$ cat src/rc6_biphase_ir_decoder_unit_defines.svh
`ifndef RC6_BIPHASE_IR_DECODER_UNIT_DEFINES_SVH
`define RC6_BIPHASE_IR_DECODER_UNIT_DEFINES_SVH

// same-cycle implication, sampled on i_clk, off during reset
`define RC6BP_ASSERT_IMPL(label, ante, cons, msg) \
    label: assert property (@(posedge i_clk) disable iff (!i_rst_n) (ante) |-> (cons)) \
        else $error(msg);

// next-cycle implication, sampled on i_clk, off during reset
`define RC6BP_ASSERT_NEXT(label, ante, cons, msg) \
    label: assert property (@(posedge i_clk) disable iff (!i_rst_n) (ante) |=> (cons)) \
        else $error(msg);

`endif

$ cat src/rc6bp_pkg.sv
package rc6bp_pkg;

    localparam int FRAME_BITS      = 21;
    localparam int TOGGLE_POSITION = 4;
    localparam int ADDRESS_SHIFT   = 8;
    localparam int ADDRESS_BITS    = 8;
    localparam int COMMAND_BITS    = 8;
    localparam int MAX_DURATIONS   = 64;

    localparam int DUR_W     = 15;
    localparam int UNIT_W    = 12;
    localparam int TOL_W     = 7;
    localparam int BIT_IDX_W = $clog2(FRAME_BITS + 1);
    localparam int DCOUNT_W  = $clog2(MAX_DURATIONS + 2);
    localparam int HALF_W    = 3;
    localparam int NUM_W     = DUR_W + 1;
    localparam int DCNT_W    = $clog2(NUM_W + 1);
    localparam int PROD_W    = 23;
    localparam int CFG_IDX_W = 3;
    localparam int CFG_DATA_W = 15;
    localparam int PCT_FULL  = 100;

    typedef enum logic [1:0] {
        ST_OK          = 2'd0,
        ST_BAD_HEADER  = 2'd1,
        ST_BAD_BIPHASE = 2'd2,
        ST_FEW_BITS    = 2'd3
    } t_status;

    typedef enum logic [CFG_IDX_W-1:0] {
        CFG_UNIT_LENGTH  = 3'd0,
        CFG_HEADER_MARK  = 3'd1,
        CFG_HEADER_SPACE = 3'd2,
        CFG_TOLERANCE    = 3'd3,
        CFG_MIN_BITS     = 3'd4
    } t_cfg_index;

    typedef enum logic [2:0] {
        S_IDLE,
        S_HMUL,
        S_HCMP,
        S_PICK,
        S_DIV,
        S_UNIT,
        S_END,
        S_EMIT
    } t_state;

    typedef struct packed {
        logic load;
        logic hmul;
        logic hcmp;
        logic div_start;
        logic div_step;
        logic unit_step;
        logic emit;
        logic sel;
    } t_dp_cmd;

    typedef struct packed {
        logic header_seen;
        logic hdr_bad;
        logic list_full;
        logic mark_nonzero;
        logic space_nonzero;
        logic div_done;
        logic units_zero;
        logic stopped;
        logic frame_end;
        logic out_free;
    } t_dp_stat;

endpackage

$ cat src/rc6bp_ctrl.sv
module rc6bp_ctrl
    import rc6bp_pkg::*;
(
    input  logic     i_clk,
    input  logic     i_rst_n,
    input  logic     i_in_valid,
    output logic     o_in_ready,
    input  t_dp_stat i_stat,
    output t_dp_cmd  o_cmd
);

    t_state r_state, n_state;
    logic   r_sel, n_sel;

    always_ff @(posedge i_clk) begin
        if (!i_rst_n) begin
            r_state <= S_IDLE;
            r_sel   <= 1'b0;
        end else begin
            r_state <= n_state;
            r_sel   <= n_sel;
        end
    end

    always_comb begin
        n_state    = r_state;
        n_sel      = r_sel;
        o_cmd      = '0;
        o_cmd.sel  = r_sel;
        o_in_ready = 1'b0;
        case (r_state)
            S_IDLE: begin
                o_in_ready = 1'b1;
                if (i_in_valid) begin
                    o_cmd.load = 1'b1;
                    n_sel      = 1'b0;
                    if (!i_stat.header_seen) begin
                        n_state = S_HMUL;
                    end else if (!i_stat.hdr_bad && !i_stat.list_full) begin
                        n_state = S_PICK;
                    end else begin
                        n_state = S_END;
                    end
                end
            end
            S_HMUL: begin
                o_cmd.hmul = 1'b1;
                n_state    = S_HCMP;
            end
            S_HCMP: begin
                o_cmd.hcmp = 1'b1;
                if (!r_sel) begin
                    n_sel   = 1'b1;
                    n_state = S_HMUL;
                end else begin
                    n_state = S_END;
                end
            end
            S_PICK: begin
                if ((!r_sel && i_stat.mark_nonzero) || (r_sel && i_stat.space_nonzero)) begin
                    o_cmd.div_start = 1'b1;
                    n_state         = S_DIV;
                end else if (!r_sel) begin
                    n_sel = 1'b1;
                end else begin
                    n_state = S_END;
                end
            end
            S_DIV: begin
                if (i_stat.div_done) begin
                    n_state = S_UNIT;
                end else begin
                    o_cmd.div_step = 1'b1;
                end
            end
            S_UNIT: begin
                if (i_stat.units_zero || i_stat.stopped) begin
                    if (!r_sel) begin
                        n_sel   = 1'b1;
                        n_state = S_PICK;
                    end else begin
                        n_state = S_END;
                    end
                end else begin
                    o_cmd.unit_step = 1'b1;
                end
            end
            S_END: begin
                n_state = i_stat.frame_end ? S_EMIT : S_IDLE;
            end
            S_EMIT: begin
                if (i_stat.out_free) begin
                    o_cmd.emit = 1'b1;
                    n_state    = S_IDLE;
                end
            end
            default: begin
                n_state = S_IDLE;
            end
        endcase
    end

endmodule

$ cat src/rc6bp_datapath.sv
module rc6bp_datapath
    import rc6bp_pkg::*;
(
    input  logic                    i_clk,
    input  logic                    i_rst_n,
    input  logic                    i_cfg_we,
    input  logic [CFG_IDX_W-1:0]    i_cfg_index,
    input  logic [CFG_DATA_W-1:0]   i_cfg_data,
    input  logic [DUR_W-1:0]        i_mark_duration,
    input  logic [DUR_W-1:0]        i_space_duration,
    input  logic                    i_frame_end,
    input  logic                    i_out_ready,
    output logic                    o_out_valid,
    output logic [1:0]              o_status,
    output logic [ADDRESS_BITS-1:0] o_address,
    output logic [COMMAND_BITS-1:0] o_command,
    output logic [BIT_IDX_W-1:0]    o_bits_decoded,
    input  t_dp_cmd                 i_cmd,
    output t_dp_stat                o_stat
);

    logic [UNIT_W-1:0]    r_unit;
    logic [DUR_W-1:0]     r_hdr_mark;
    logic [DUR_W-1:0]     r_hdr_space;
    logic [TOL_W-1:0]     r_tol;
    logic [BIT_IDX_W-1:0] r_min_bits;

    logic [DUR_W-1:0] r_mark;
    logic [DUR_W-1:0] r_space;
    logic             r_end;

    logic              r_header_seen;
    logic [DCOUNT_W-1:0] r_dcount;
    logic [BIT_IDX_W-1:0] r_bit_index;
    logic [HALF_W-1:0] r_half;
    logic              r_first;
    logic              r_second;
    logic [FRAME_BITS-1:0] r_raw;
    t_status           r_frame_status;
    logic              r_stopped;

    logic [PROD_W-1:0] r_p_lo, r_p_hi, r_d100;
    logic              r_mark_ok;

    logic [UNIT_W-1:0] r_div;
    logic [UNIT_W:0]   r_rem;
    logic [NUM_W-1:0]  r_quot;
    logic [DCNT_W-1:0] r_dcnt;
    logic              r_level;

    logic                    r_out_valid;
    t_status                 r_out_status;
    logic [ADDRESS_BITS-1:0] r_out_address;
    logic [COMMAND_BITS-1:0] r_out_command;
    logic [BIT_IDX_W-1:0]    r_out_bits;

    logic [TOL_W-1:0]  w_tol_cl;
    logic [TOL_W-1:0]  w_lo_f;
    logic [TOL_W:0]    w_hi_f;
    logic [DUR_W-1:0]  w_exp;
    logic [DUR_W-1:0]  w_dur;
    logic              w_hdr_ok;
    logic [UNIT_W-1:0] w_unit;
    logic [UNIT_W:0]   w_shift;
    logic [UNIT_W:0]   w_diff;
    logic              w_ge;
    logic              w_width2;
    logic              w_first;
    logic              w_second;
    logic [HALF_W-1:0] w_half_inc;
    logic              w_bit_end;
    logic [BIT_IDX_W-1:0] w_pos;
    logic [BIT_IDX_W-1:0] w_bit_inc;
    t_status           w_final;
    logic              w_out_free;

    assign w_tol_cl = (r_tol > TOL_W'(PCT_FULL)) ? TOL_W'(PCT_FULL) : r_tol;
    assign w_lo_f   = TOL_W'(PCT_FULL) - w_tol_cl;
    assign w_hi_f   = (TOL_W + 1)'(PCT_FULL) + {1'b0, w_tol_cl};
    assign w_exp    = i_cmd.sel ? r_hdr_space : r_hdr_mark;
    assign w_dur    = i_cmd.sel ? r_space : r_mark;
    assign w_hdr_ok = (r_p_lo <= r_d100 + PROD_W'(PCT_FULL - 1)) && (r_d100 <= r_p_hi);

    assign w_unit  = (r_unit == '0) ? UNIT_W'(1) : r_unit;
    assign w_shift = {r_rem[UNIT_W-1:0], r_quot[NUM_W-1]};
    assign w_ge    = (w_shift >= {1'b0, r_div});
    assign w_diff  = w_shift - {1'b0, r_div};

    assign w_width2   = (r_bit_index == BIT_IDX_W'(TOGGLE_POSITION));
    assign w_first    = (r_half == '0) ? r_level : r_first;
    assign w_second   = (r_half == (w_width2 ? HALF_W'(2) : HALF_W'(1))) ? r_level : r_second;
    assign w_half_inc = r_half + HALF_W'(1);
    assign w_bit_end  = (w_half_inc == (w_width2 ? HALF_W'(4) : HALF_W'(2)));
    assign w_pos      = BIT_IDX_W'(FRAME_BITS - 1) - r_bit_index;
    assign w_bit_inc  = r_bit_index + BIT_IDX_W'(1);

    assign w_final = ((r_frame_status == ST_OK) && (r_bit_index < r_min_bits)) ? ST_FEW_BITS
                   : r_frame_status;
    assign w_out_free = !r_out_valid || i_out_ready;

    always_ff @(posedge i_clk) begin
        if (!i_rst_n) begin
            r_unit         <= UNIT_W'(444);
            r_hdr_mark     <= DUR_W'(2666);
            r_hdr_space    <= DUR_W'(889);
            r_tol          <= TOL_W'(25);
            r_min_bits     <= BIT_IDX_W'(21);
            r_header_seen  <= 1'b0;
            r_dcount       <= '0;
            r_bit_index    <= '0;
            r_half         <= '0;
            r_first        <= 1'b0;
            r_second       <= 1'b0;
            r_raw          <= '0;
            r_frame_status <= ST_OK;
            r_stopped      <= 1'b0;
            r_dcnt         <= '0;
            r_out_valid    <= 1'b0;
        end else begin
            if (i_cfg_we) begin
                case (t_cfg_index'(i_cfg_index))
                    CFG_UNIT_LENGTH:  r_unit      <= i_cfg_data[UNIT_W-1:0];
                    CFG_HEADER_MARK:  r_hdr_mark  <= i_cfg_data[DUR_W-1:0];
                    CFG_HEADER_SPACE: r_hdr_space <= i_cfg_data[DUR_W-1:0];
                    CFG_TOLERANCE:    r_tol       <= i_cfg_data[TOL_W-1:0];
                    CFG_MIN_BITS:     r_min_bits  <= i_cfg_data[BIT_IDX_W-1:0];
                    default: ;
                endcase
            end

            if (i_cmd.hcmp && i_cmd.sel) begin
                r_header_seen <= 1'b1;
                if (!(r_mark_ok && w_hdr_ok)) begin
                    r_frame_status <= ST_BAD_HEADER;
                    r_stopped      <= 1'b1;
                end
            end

            if (i_cmd.div_start) begin
                r_dcnt   <= DCNT_W'(NUM_W);
                r_dcount <= r_dcount + DCOUNT_W'(1);
            end else if (i_cmd.div_step) begin
                r_dcnt <= r_dcnt - DCNT_W'(1);
            end

            if (i_cmd.unit_step) begin
                r_first  <= w_first;
                r_second <= w_second;
                if (!w_bit_end) begin
                    r_half <= w_half_inc;
                end else begin
                    r_half <= '0;
                    if (w_first != w_second) begin
                        if (w_first) begin
                            r_raw <= r_raw | (FRAME_BITS'(1) << w_pos);
                        end
                        r_bit_index <= w_bit_inc;
                        if (w_bit_inc >= BIT_IDX_W'(FRAME_BITS)) begin
                            r_stopped <= 1'b1;
                        end
                    end else begin
                        r_frame_status <= ST_BAD_BIPHASE;
                        r_stopped      <= 1'b1;
                    end
                end
            end

            if (i_cmd.emit) begin
                r_out_valid    <= 1'b1;
                r_header_seen  <= 1'b0;
                r_dcount       <= '0;
                r_bit_index    <= '0;
                r_half         <= '0;
                r_first        <= 1'b0;
                r_second       <= 1'b0;
                r_raw          <= '0;
                r_frame_status <= ST_OK;
                r_stopped      <= 1'b0;
            end else if (i_out_ready) begin
                r_out_valid <= 1'b0;
            end
        end
    end

    always_ff @(posedge i_clk) begin
        if (i_cmd.load) begin
            r_mark  <= i_mark_duration;
            r_space <= i_space_duration;
            r_end   <= i_frame_end;
        end
        if (i_cmd.hmul) begin
            r_p_lo <= PROD_W'(w_exp) * PROD_W'(w_lo_f);
            r_p_hi <= PROD_W'(w_exp) * PROD_W'(w_hi_f);
            r_d100 <= PROD_W'(w_dur) * PROD_W'(PCT_FULL);
        end
        if (i_cmd.hcmp && !i_cmd.sel) begin
            r_mark_ok <= w_hdr_ok;
        end
        if (i_cmd.div_start) begin
            r_div   <= w_unit;
            r_rem   <= '0;
            r_quot  <= NUM_W'(w_dur) + NUM_W'(w_unit >> 1);
            r_level <= ~r_dcount[0];
        end else if (i_cmd.div_step) begin
            r_rem  <= w_ge ? w_diff : w_shift;
            r_quot <= {r_quot[NUM_W-2:0], w_ge};
        end else if (i_cmd.unit_step) begin
            r_quot <= r_quot - NUM_W'(1);
        end
        if (i_cmd.emit) begin
            r_out_status  <= w_final;
            r_out_bits    <= r_bit_index;
            r_out_address <= (w_final == ST_OK) ? r_raw[ADDRESS_SHIFT +: ADDRESS_BITS] : '0;
            r_out_command <= (w_final == ST_OK) ? r_raw[COMMAND_BITS-1:0] : '0;
        end
    end

    assign o_stat.header_seen   = r_header_seen;
    assign o_stat.hdr_bad       = (r_frame_status == ST_BAD_HEADER);
    assign o_stat.list_full     = (r_dcount >= DCOUNT_W'(MAX_DURATIONS));
    assign o_stat.mark_nonzero  = (r_mark != '0);
    assign o_stat.space_nonzero = (r_space != '0);
    assign o_stat.div_done      = (r_dcnt == '0);
    assign o_stat.units_zero    = (r_quot == '0);
    assign o_stat.stopped       = r_stopped;
    assign o_stat.frame_end     = r_end;
    assign o_stat.out_free      = w_out_free;

    assign o_out_valid    = r_out_valid;
    assign o_status       = r_out_status;
    assign o_address      = r_out_address;
    assign o_command      = r_out_command;
    assign o_bits_decoded = r_out_bits;

endmodule

$ cat src/rc6_biphase_ir_decoder_unit.sv
// Leader symbol: accepted, then multiply and compare per header duration, then end check.
// Data symbol: accepted, then a pick per duration; a nonzero one adds a rounding divide,
//   a step per unit (up to 44 units per frame) and a unit exit; then an end step.
// Frame end adds a step to load the result register, held back while the previous result
//   waits unread; the next symbol is taken while the new result waits.
// Reset (synchronous, active low): registers back to defaults, frame state cleared.
`include "rc6_biphase_ir_decoder_unit_defines.svh"

module rc6_biphase_ir_decoder_unit
    import rc6bp_pkg::*;
(
    input  logic                    i_clk,
    input  logic                    i_rst_n,
    input  logic                    i_cfg_we,
    input  logic [CFG_IDX_W-1:0]    i_cfg_index,
    input  logic [CFG_DATA_W-1:0]   i_cfg_data,
    input  logic                    i_in_valid,
    output logic                    o_in_ready,
    input  logic [DUR_W-1:0]        i_mark_duration,
    input  logic [DUR_W-1:0]        i_space_duration,
    input  logic                    i_frame_end,
    output logic                    o_out_valid,
    input  logic                    i_out_ready,
    output logic [1:0]              o_status,
    output logic [ADDRESS_BITS-1:0] o_address,
    output logic [COMMAND_BITS-1:0] o_command,
    output logic [BIT_IDX_W-1:0]    o_bits_decoded
);

    t_dp_cmd  w_cmd;
    t_dp_stat w_stat;

    rc6bp_ctrl u_ctrl (
        .i_clk      (i_clk),
        .i_rst_n    (i_rst_n),
        .i_in_valid (i_in_valid),
        .o_in_ready (o_in_ready),
        .i_stat     (w_stat),
        .o_cmd      (w_cmd)
    );

    rc6bp_datapath u_datapath (
        .i_clk            (i_clk),
        .i_rst_n          (i_rst_n),
        .i_cfg_we         (i_cfg_we),
        .i_cfg_index      (i_cfg_index),
        .i_cfg_data       (i_cfg_data),
        .i_mark_duration  (i_mark_duration),
        .i_space_duration (i_space_duration),
        .i_frame_end      (i_frame_end),
        .i_out_ready      (i_out_ready),
        .o_out_valid      (o_out_valid),
        .o_status         (o_status),
        .o_address        (o_address),
        .o_command        (o_command),
        .o_bits_decoded   (o_bits_decoded),
        .i_cmd            (w_cmd),
        .o_stat           (w_stat)
    );

    `RC6BP_ASSERT_IMPL(a_emit_free, w_cmd.emit, w_stat.out_free, "emit over pending result")
    `RC6BP_ASSERT_NEXT(a_emit_valid, w_cmd.emit, o_out_valid, "result not presented after emit")
    `RC6BP_ASSERT_IMPL(a_div_bound, w_cmd.div_step, !w_stat.div_done, "divider overrun")
    `RC6BP_ASSERT_IMPL(a_fields_zero, o_out_valid && (o_status != ST_OK),
                       {o_address, o_command} == '0, "fields nonzero on failed frame")

endmodule

$ cat config.mk
export PLATFORM = sky130hd
export DESIGN_NAME = rc6_biphase_ir_decoder_unit
export DESIGN_NICKNAME = d
export VERILOG_FILES = /design/src/rc6bp_pkg.sv /design/src/rc6bp_ctrl.sv /design/src/rc6bp_datapath.sv /design/src/rc6_biphase_ir_decoder_unit.sv
export VERILOG_INCLUDE_DIRS = /design/src /design/src/src
export SDC_FILE = /design/constraint.sdc
export NUM_CORES = 1
export LEC_CHECK = 0
export BUFFER_PORTS_ARGS = -buffer_cell sky130_fd_sc_hd__buf_4
export CELL_PAD_IN_SITES_DETAIL_PLACEMENT = 0
export CELL_PAD_IN_SITES_GLOBAL_PLACEMENT = 2
export CORE_UTILIZATION = 44
export CTS_CLUSTER_SIZE = 8
export DETAILED_ROUTE_END_ITERATION = 7
export GPL_TIMING_DRIVEN = 0
export PLACE_DENSITY = 0.94
export SYNTH_ARGS = -nofsm -noshare
export SYNTH_HDL_FRONTEND = slang
export SYNTH_HIERARCHICAL = 1
export SYNTH_SLANG_ARGS = --single-unit
$ cat constraint.sdc
create_clock -name i_clk -period 20.4 [get_ports i_clk]
set_clock_uncertainty 0.1 [all_clocks]
set_input_delay 1.02 -clock i_clk [delete_from_list [all_inputs] [get_ports i_clk]]
set_output_delay 1.02 -clock i_clk [all_outputs]
set_load 0.01 [all_outputs]
==> reports/qor.yml, run 1 <==
initial_core_util_pct: 44.76
setup-violations-final: 0
clkSlewWorstSetupHoldPaths_ns: 0.05
synthTopCellsByArea: "edfxtp_1 (21%), fa_1 (14%), ha_1 (13%), dfxtp_1 (11%), inv_1 (5.6%)"
p_per_area_mw_per_mm2: 185.7
whs_path_depth: 2
area_growth_syn_to_layout_pct: 11.59
synthArstFlopShare_pct: 0
arrival_ns: 8.45
syn_nets: 2734
grt_overflow_total: 0
synthCells: 2309
ant_nets: 0
fp.dieH_um: 222.8
holdBufCountCts: 0
hold_start: "u_datapath/r_raw[12]$_SDFFE_PP0P_"
fmax_mhz: 121.0
worstMarginPinSlew_ns: 1.198
synth_compound_area_share_pct: 10.36
regToRegSetupSlack_ns: 12.13
rsz0062_at_grt: "false"
multi_input_area_mm2: 0.01318
holdPathEnd: "u_datapath/r_raw[12]$_SDFFE_PP0P_"
firstDrtPassIters: 6
swShare_pct: 46.35
via_per_inst: 5.361
wl_um: 55560
port-buffer-count: 78
yosysTopAreaCellShare_pct: 20.71
die_w_um: 222.8
synth-simple-area-share_pct: 16.17
tns_ns: 0
grt_usage_pct: 22.65
critical_path_cell_count: 26
maxSlewHeadroom_pct: 19.83
clkLatencyLatePin_ns: 0.55
p_int_mw: 2.386
synth_adder_area_share_pct: 27.02
worstPathRequired_ns: 20.58
netlist_area_mm2: 0.02146
r2r-start: "u_datapath/r_tol[0]$_SDFFE_PN1P_"
fin_nets: 2858
ys_seq_elements: 261
synth_warnings: 6
crit_path_top_delay_cell: "o41ai_1"
clk_path_buf_depth: 3
grt_max_degree: 26
synth_top_area_cell: "edfxtp_1"
cp_slowest_stage_delay_ns: 0.59
min_period_ns: 8.268
grt_antenna_before_repair: 0
cts_resized: 0
cts.sinks: 261
synth_flop_cell: "edfxtp_1"
p_leak_nw: 10.60
cp-end-kind: "register"
cts_buffers: 39
die_area_mm2: 0.04966
vias: 16447
htree_levels: 2
cts_root_buf: "clkbuf_16"
timing.max_cap.violations: 0
gp_congestion: 0.8694
period_share_pct: 40.53
coreArea_mm2: 0.04795
ir_drop_mv: 0.2028
path_delay_family: "adder cells"
cts_setup_buffers: 0
worst-path-buf-inv: 6
reg2reg_depth: 26
dp_hpwl_um: 43890
synth_top_family_by_area: "adder cells"
finalHoldViolCount: 0
synth_edf_count: 148
hp-class: "register to register"
synth_mux_area_share_pct: 3.160
ff_latch_area_mm2: 0.006706
synth_common_cells: "inv_1 (320), nor2_1 (245), nand2_1 (225)"
sequentialPowerShare_pct: 20.7
wl_per_cell_um: 18.11
first_global_vias: 16508
dr.first_iter.drc_count: 858
drive_gt1_share_pct: 7.460
nFillCells: 4508
cp-start-kind: "register"
antennaDiodeCount: 0
avgSynthCellArea_um2: 9.294
num_io_pins: 79
status: "finished, final reports clean"
synth_most_common_cell: "inv_1"
power_frac_clock_pct: 13.1
rr_endpoint: "u_datapath/r_p_lo[21]$_DFFE_PP_"
grt_pass1_wl_um: 88220
route.detailed.drc: 0
fin_util_pct: 49.94
yosysSeqAreaShare_pct: 31.25
ys_types: 79
row_count: 80
tritoncts: "yes"
synth_xor_area_share_pct: 4.688
slew_violations: 0
p_sw_mw: 2.061
path_class: "register to register"
combPwrFrac_pct: 66.2
cp_max_fo: 10
sequential cells by signal (all words and copies together) (netlist names), 12 cells and up:
register	flops
u_datapath/r_d100	20
u_datapath/r_div	12
u_datapath/r_hdr_mark	15
u_datapath/r_hdr_space	15
u_datapath/r_mark	15
u_datapath/r_p_hi	23
u_datapath/r_p_lo	21
u_datapath/r_quot	16
u_datapath/r_raw	16
u_datapath/r_rem	12
u_datapath/r_space	15
u_datapath/r_unit	12
routing by layer:
layer | wire length (um) | share of wire, % | global-route usage, % | vias to the layer above
met5 | 0 | 0 | 0 | -
met4 | 1723 | 3.1 | 7.898 | 0
met3 | 2550 | 4.6 | 3.676 | 99
met2 | 25410 | 46 | 36.13 | 368
met1 | 25880 | 47 | 31.08 | 8016
li1 | - | - | - | 7964
layout by cell type (no fill, tap or decap), drive strengths merged, types with 42 or more instances in the layout:
cell type,count
inv,323
nor2,245
nand2,225
ha,217
fa,154
edfxtp,148
clkbuf,125
dfxtp,113
a21oi,105
buf,103
xnor2,72
o21ai,63
nand3,54
mux2i,44
xor2,42
metrics by stage:
step	area, um^2	instances	hold slack, ns	setup WS, ns	total power [mW]
final	23950	3068	0.3588	12.13	4.446
after global routing	23950	3068	0.3803	11.68	4.884
after CTS	23950	3068	0.3614	12.23	4.476
after detailed placement	22880	3007	0.3489	12.27	3.845
after global placement	22810	3002	0.3449	12.26	3.795
after floorplan	21460	2309	0.3285	13.80	3.080
layout make-up:
class / count / area share [%]
inverters: 322 / 5.048
flip-flops and latches: 261 / 28.01
repair buffers: 83 / 2.681
well taps: 615 / 3.213
clock buffers: 57 / 4.358
clock inverters: 4 / 0.1097
multi-input cells: 1638 / 55.04
plain buffers: 88 / 1.547
worst max path at each step:
stage                                                start                         endpoint
final                     u_datapath/r_tol[0]$_SDFFE_PN1P_  u_datapath/r_p_lo[21]$_DFFE_PP_
after detailed placement  u_datapath/r_tol[0]$_SDFFE_PN1P_  u_datapath/r_p_lo[21]$_DFFE_PP_
after CTS                 u_datapath/r_tol[0]$_SDFFE_PN1P_  u_datapath/r_p_lo[21]$_DFFE_PP_
after global routing      u_datapath/r_tol[0]$_SDFFE_PN1P_  u_datapath/r_p_lo[21]$_DFFE_PP_
after global placement    u_datapath/r_tol[0]$_SDFFE_PN1P_  u_datapath/r_p_lo[21]$_DFFE_PP_
after floorplan           u_datapath/r_tol[0]$_SDFFE_PN1P_  u_datapath/r_p_lo[21]$_DFFE_PP_
power groups by stage:
stage,Clock [mW],Sequential [mW],Combinational (mW)
2_1_floorplan,0,0.906,2.17
3_3_place_gp,0,0.938,2.86
3_5_place_dp,0,0.926,2.92
4_1_cts,0.597,0.920,2.96
5_1_grt,0.617,0.932,3.33
6_report,0.582,0.922,2.94
logic make-up after synthesis:
family,count (synthesis)
AOI/OAI and AO/OA,343
xor gates and xnor gates,114
adders and majority gates,371
buffers and inverters,410
DFF,261
muxes,64
and+or+nand+nor,746
worst register-to-register path, cell delays in order (launching register included):
cell      delay [ns]
dfxtp_1         0.33
o21ai_1         0.23
a21oi_1         0.13
nor2b_1         0.44
clkbuf_1        0.42
inv_1           0.21
ha_1            0.34
a21oi_1         0.42
o21ai_0         0.14
o21ai_1         0.39
clkbuf_1        0.53
or2_1           0.21
fa_1            0.43
fa_1            0.55
inv_1           0.06
fa_1            0.52
inv_1           0.05
fa_1            0.52
inv_1           0.04
ha_1            0.35
nand3_1         0.10
o211ai_1        0.11
o41ai_1         0.59
o21ai_1         0.21
a41oi_1         0.32
a21oi_1         0.13
xnor2_1         0.14
Note: power is estimated with default switching activity, not from simulation.
==> inputs of run 2 (changes only) <==
--- a/config.mk
+++ b/config.mk
@@ -9,11 +9,11 @@
 export BUFFER_PORTS_ARGS = -buffer_cell sky130_fd_sc_hd__buf_4
 export CELL_PAD_IN_SITES_DETAIL_PLACEMENT = 0
 export CELL_PAD_IN_SITES_GLOBAL_PLACEMENT = 2
-export CORE_UTILIZATION = 44
+export CORE_UTILIZATION = 37
 export CTS_CLUSTER_SIZE = 8
 export DETAILED_ROUTE_END_ITERATION = 7
 export GPL_TIMING_DRIVEN = 0
-export PLACE_DENSITY = 0.94
+export PLACE_DENSITY = 0.85
 export SYNTH_ARGS = -nofsm -noshare
 export SYNTH_HDL_FRONTEND = slang
 export SYNTH_HIERARCHICAL = 1
==> constraint.sdc (replaced) <==
create_clock -name i_clk -period 6.69 [get_ports i_clk]
set_clock_uncertainty 0.1 [all_clocks]
set_input_delay 0.3345 -clock i_clk [delete_from_list [all_inputs] [get_ports i_clk]]
set_output_delay 0.3345 -clock i_clk [all_outputs]
set_load 0.01 [all_outputs]
==> run 2 against run 1 <==
  * Cell count rose by 6.9%
  * Critical endpoint is now u_datapath/r_p_hi[20]$_DFFE_PP_
  * Core utilization shrank 5.3 points
  * Register-to-register slack got worse by 12 ns
  * Final area grew 5.9%
  * Sequential cell count unchanged
  * Non-clock buffer count up 67
  * Worst hold slack worse by 0.29 ns
  * Clock power rose to 3.1 times the previous value
  * Combinational power grew to 3.3 times the previous value
  * Sequential share of layout area is 1.5 points lower
==> reports/qor.yml, run 2 (synthesis results as in run 1) <==
nFillCells: 5474
dpl.cell_count: 3148
status: "finished, final reports clean"
layout_common_cells: "inv_1 (318), nor2_1 (244), nand2_1 (225), ha_1 (211), fa_1 (154)"
cp_slowest_stage_delay_ns: 0.54
multi_input_area_mm2: 0.01361
arrival_ns: 6.69
grt_overflow_total: 0
clkLatencyLatePin_ns: 0.55
wl_per_cell_um: 17.74
route.detailed.drc: 0
fp.dieH_um: 242.8
instances_no_fill: 3281
clkSlewWorstSetupHoldPaths_ns: 0.05
ff_latch_area_mm2: 0.006711
slew_violations: 0
htree_levels: 2
grt_antenna_before_repair: 6
p_leak_nw: 11.13
worst-path-buf-inv: 6
area_growth_syn_to_layout_pct: 18.13
grt_usage_pct: 19.97
dr.first_iter.drc_count: 951
dp_hpwl_um: 44960
dp_slack_ns: -1.613
worstPathRequired_ns: 6.91
cp_max_fo: 5
cts_buffers: 39
path_class: "register to register"
maxSlewHeadroom_pct: 17.18
largest_register: "u_datapath/r_p_hi"
fmax_mhz: 154.5
antennaDiodeCount: 0
initial_core_util_pct: 37.77
layout_commonest_cell: "inv_1"
p_per_area_mw_per_mm2: 570.2
cp-end-kind: "register"
ant_nets: 0
via_per_inst: 5.049
gp_congestion: 0.8747
grt_pass1_wl_um: 92770
ir_drop_mv: 0.5491
period_share_pct: 96.77
finalHoldViolCount: 0
fin_area_mm2: 0.02535
hp-class: "input pin to register"
cp-start-kind: "register"
drive_gt1_share_pct: 11.09
cts_root_buf: "clkbuf_16"
largest_reg_flops: 23
vias: 16565
coreArea_mm2: 0.05682
fin_ws_ns: 0.2160
firstDrtPassIters: 5
reg_top3: "u_datapath/r_p_hi (23), u_datapath/r_p_lo (21), u_datapath/r_d100 (20)"
row_count: 87
grt_max_degree: 33
path_delay_family: "adder cells"
num_io_pins: 79
setup-violations-final: 0
worstMarginPinSlew_ns: 1.238
clk_path_buf_depth: 3
cts.sinks: 261
timing.max_cap.violations: 0
fin_total_pwr_mw: 14.46
die_area_mm2: 0.05897
wl_um: 58190
min_period_ns: 6.474
first_global_vias: 16882
die_w_um: 242.8
place_area_mm2: 0.02306
tritoncts: "yes"
fin_nets: 2925
port-buffer-count: 78
crit_path_top_delay_cell: "fa_1"
run 2: cell count changes in the layout (fill, tap and decap cells not counted), moves of 6 or more:
cell / before / now
mux2i_4: 1 / 10
dlygate4sd3_1: 0 / 47
xnor2_2: 0 / 6
a21oi_1: 105 / 99
clkbuf_2: 0 / 6
mux2i_1: 43 / 31
xnor2_1: 72 / 63
clkbuf_1: 86 / 71
buf_4: 85 / 106
ha_1: 217 / 211
run 2: per-layer routing:
metal | GRT usage [%] | wire [um] | vias up | share of wire, %
met5 | 0 | 0 | - | 0
met4 | 5.623 | 1401 | 0 | 2.4
met3 | 3.328 | 2858 | 77 | 4.9
met2 | 32.98 | 27370 | 349 | 47
met1 | 26.85 | 26560 | 8043 | 46
li1 | - | - | 8096 | -
run 2: repair_timing:
item / 4_1_cts / 5_1_grt
buffers inserted: 10 / 13
gates cloned: 1 / 0
hold endpoints to repair: 83 / 0
hold buffers: 47 / 0
resized for setup: 90 / 31
endpoints found under the setup margin: 30 / 20
pin swaps: 8 / 21
run 2: power breakdown:
part           total (mW)  internal [mW]  leakage [nW]  switching, mW
sequential           2.80           2.56          2.30          0.246
clock                1.83           1.09         0.539          0.737
combinational        9.82           3.98          8.29           5.84
total                14.5           7.63          11.1           6.83
run 2: worst register-to-register path, stage by stage, from the launching register on:
cell and delay, ns:
dfxtp_2 0.33, o21ai_2 0.18, a21oi_2 0.10, or2_4 0.28, buf_12 0.13, ha_4 0.18, a21oi_4 0.22, xnor2_4 0.16
buf_8 0.15, nor2_1 0.05, fa_1 0.50, inv_1 0.06, fa_1 0.53, inv_1 0.06, fa_1 0.53, inv_1 0.06
fa_1 0.54, inv_1 0.06, ha_4 0.29, and4_4 0.20, nor3b_4 0.22, a211oi_4 0.08, and3_4 0.21, o41ai_4 0.44
a21o_1 0.17, a21oi_1 0.09, xnor2_2 0.34
run 2: path summary, 6_finish.rpt:
check,start,to,slack [ns],cells after the start
max,u_datapath/r_tol[0]$_SDFFE_PN1P_,u_datapath/r_p_hi[20]$_DFFE_PP_,0.22,26
min,i_out_ready,u_datapath/o_out_valid$_SDFFE_PN0P_,0.06,3
max reg2reg,u_datapath/r_tol[0]$_SDFFE_PN1P_,u_datapath/r_p_hi[20]$_DFFE_PP_,0.22,26
min reg2reg,u_datapath/r_raw[5]$_SDFFE_PP0P_,u_datapath/r_raw[5]$_SDFFE_PP0P_,0.36,2
run 2: layout make-up:
cell class              instances  share of cell area (%)
repair buffers                152                   5.054
multi-input cells            1638                   53.67
well taps                     756                   3.731
inverters                     322                   4.798
flip-flops and latches        261                   26.48
clock inverters                 6                  0.2616
plain buffers                  86                   1.807
clock buffers                  60                   4.200
run 2: through the flow:
stage                     hold slack (ns)  setup TNS (ns)  util [%]
after global placement             0.3445          -95.93     40.46
after CTS                         0.02140               0     44.26
after global routing              0.05804        -0.06603     44.61
final                             0.06408               0     44.61
after floorplan                    0.3285               0         -
after detailed placement           0.3517          -30.06     40.58
==> inputs of run 3 (changes only) <==
--- a/config.mk
+++ b/config.mk
@@ -6,14 +6,15 @@
 export SDC_FILE = /design/constraint.sdc
 export NUM_CORES = 1
 export LEC_CHECK = 0
+export ABC_AREA = 1
 export BUFFER_PORTS_ARGS = -buffer_cell sky130_fd_sc_hd__buf_4
 export CELL_PAD_IN_SITES_DETAIL_PLACEMENT = 0
 export CELL_PAD_IN_SITES_GLOBAL_PLACEMENT = 2
-export CORE_UTILIZATION = 37
+export CORE_UTILIZATION = 35
 export CTS_CLUSTER_SIZE = 8
 export DETAILED_ROUTE_END_ITERATION = 7
 export GPL_TIMING_DRIVEN = 0
-export PLACE_DENSITY = 0.85
+export PLACE_DENSITY = 0.84
 export SYNTH_ARGS = -nofsm -noshare
 export SYNTH_HDL_FRONTEND = slang
 export SYNTH_HIERARCHICAL = 1
==> run 3 against run 2 <==
  * Routed wire length grew 5.2%
  * Non-clock buffer count down 29
  * Register-to-register slack improved by 0.03 ns
  * Synthesized area is 0.62% higher
  * Clock-buffer cell count unchanged
  * Sequential share of layout area up 0.20 points
  * Global-route usage is 0.38 points lower
  * Critical endpoint is now u_datapath/r_p_hi[19]$_DFFE_PP_
  * Worst hold slack better by 0.0086 ns
  * Cell count is 9.8% higher
  * Final area is 0.81% lower
  * Core utilization fell by 3.2 points
  * First-iteration DRC count is 11% higher
==> reports/qor.yml, run 3 <==
grt_usage_pct: 19.59
fin_area_mm2: 0.02514
synth_top_area_cell: "edfxtp_1"
fp.dieH_um: 250.4
hold_slack_ns: 0.07272
period_share_pct: 96.35
synthCells: 2613
antennaDiodeCount: 0
num_io_pins: 79
status: "finished, final reports clean"
synth_edf_count: 148
largest_reg_flops: 23
ys_seq_elements: 261
worst-path-buf-inv: 8
syn_nets: 3038
cp_max_fo: 11
die_w_um: 250.4
area_growth_syn_to_layout_pct: 16.45
first_global_vias: 17434
path_class: "register to register"
worstPathRequired_ns: 6.89
port-buffer-count: 78
netlist_area_mm2: 0.02159
route.detailed.drc: 0
place_area_mm2: 0.02324
arrival_ns: 6.64
largest_register: "u_datapath/r_p_hi"
yosysSeqAreaShare_pct: 31.06
cts.sinks: 261
cp-start-kind: "register"
grt_pass1_wl_um: 95840
hp-class: "input pin to register"
initial_core_util_pct: 35.57
reg_top3: "u_datapath/r_p_hi (23), u_datapath/r_p_lo (21), u_datapath/r_d100 (20)"
via_per_inst: 4.900
synth_common_cells: "inv_1 (483), nand2_1 (429), nor2_1 (304)"
firstDrtPassIters: 5
slew_violations: 0
avgSynthCellArea_um2: 8.263
clkLatencyLatePin_ns: 0.57
dp_hpwl_um: 49400
ant_nets: 0
fin_util_pct: 41.43
path_delay_family: "adder cells"
die_area_mm2: 0.06269
synth_most_common_cell: "inv_1"
synthArstFlopShare_pct: 0
layout_common_cells: "inv_1 (480), nand2_1 (424), nor2_1 (297), ha_1 (214), a21oi_1 (158)"
clkSlewWorstSetupHoldPaths_ns: 0.05
cts_root_buf: "clkbuf_16"
min_period_ns: 6.446
timing.max_cap.violations: 0
drive_gt1_share_pct: 9.213
synth_warnings: 6
cp_slowest_stage_delay_ns: 0.57
coreArea_mm2: 0.06070
worst_path_most_repeated_cell: "inv_1"
crit_path_top_delay_cell: "fa_1"
layout_commonest_cell: "inv_1"
grt_antenna_before_repair: 1
clk_path_buf_depth: 3
worstMarginPinSlew_ns: 1.052
maxSlewHeadroom_pct: 29.38
htree_levels: 2
grt_max_degree: 32
vias: 17659
cts_buffers: 40
wl_per_cell_um: 16.98
setup-violations-final: 0
finalHoldViolCount: 0
synth_flop_cell: "edfxtp_1"
ys_types: 55
wl_um: 61210
tritoncts: "yes"
row_count: 90
cp-end-kind: "register"
yosysTopAreaCellShare_pct: 20.58
fin_nets: 3223
rsz0062_at_grt: "false"
grt_overflow_total: 0
dr.first_iter.drc_count: 1054
fmax_mhz: 155.1
gp_congestion: 0.9027
synthTopCellsByArea: "edfxtp_1 (21%), fa_1 (14%), ha_1 (13%), dfxtp_1 (10%), inv_1 (8.4%)"
==> run 3: cell types whose count changed after synthesis, moves of 30 or more <==
cell,change
nor2_1,+59
nand2b_1,-30
xnor2_1,-44
o21ai_0,+91
mux2i_1,-43
nand2_1,+204
a21oi_1,+58
inv_1,+163
==> run 3: layer usage <==
layer / vias to the layer above / global-route usage, % / wire length [um] / share of wire, %
met3: 97 / 2.255 / 2572 / 4.2
li1: 8752 / - / - / -
met5: - / 0 / 0 / 0
met1: 8393 / 27.67 / 29140 / 48
met4: 0 / 7.204 / 2060 / 3.4
met2: 417 / 30.77 / 27440 / 45
==> run 3: cell type report <==
type | instances | area (um^2)
clock inverter | 6 | 85.08
fill | 6109 | 35550
clock buffer | 60 | 1106
tap | 782 | 978.4
timing repair buffer | 143 | 1216
inverter | 504 | 1901
sequential | 261 | 6708
multi-input combinational | 1782 | 12830
buffer | 66 | 322.8
==> run 3: per-stage QoR <==
step / instances / setup TNS [ns] / worst slack [ns]
6_report: 3604 / 0 / 0.2439
5_1_grt: 3604 / 0 / 0.004214
4_1_cts: 3598 / 0 / 0.02787
3_5_place_dp: 3479 / -12.40 / -0.9872
3_3_place_gp: 3473 / -61.31 / -0.9990
2_1_floorplan: 2613 / 0 / 0.4601
==> run 3: cell families (layout without fill, tap and decap cells) <==
kind of cell               Yosys count  after routing  synth area share (%)
DFF                                261            261                 31.06
adders and majority gates          371            371                 26.85
and+or+nand+nor                    931            931                 18.21
xor gates and xnor gates            87             87                 3.616
AOI/OAI and AO/OA                  393            393                 10.08
buffers and inverters              570            779                 10.19
==> run 3: worst paths after layout <==
check	from	to	slack (ns)	cells past startpoint
worst max-delay path	u_datapath/r_tol[2]$_SDFFE_PN0P_	u_datapath/r_p_hi[19]$_DFFE_PP_	0.24	28
worst min-delay path	i_cfg_index[1]	u_datapath/r_hdr_mark[3]$_SDFFE_PN1P_	0.07	4
worst max register to register	u_datapath/r_tol[2]$_SDFFE_PN0P_	u_datapath/r_p_hi[19]$_DFFE_PP_	0.24	28
worst min register to register	u_datapath/r_hdr_mark[12]$_SDFFE_PN0P_	u_datapath/r_hdr_mark[12]$_SDFFE_PN0P_	0.35	2
==> run 3: worst reg2reg max path: cells and delay by family, from the launching register on <==
family,cells,cell delay [ns]
adders and majority gates,6,2.63
and+or+nand+nor,9,1.53
buffers and inverters,8,0.81
AOI/OAI and AO/OA,4,0.57
DFF,1,0.34
xor gates and xnor gates,1,0.19
==> run 3: timing repair <==
item / in CTS / in global routing
hold buffers: 48 / 0
buffers inserted: 5 / 6
pin swaps: 5 / 5
resized for setup: 17 / 41
endpoints found under the hold margin: 81 / 0
setup endpoints to repair: 22 / 26
Power of run 3 is not shown: default switching activity piles up to over one toggle a cycle in this logic, so the estimate is an artifact.
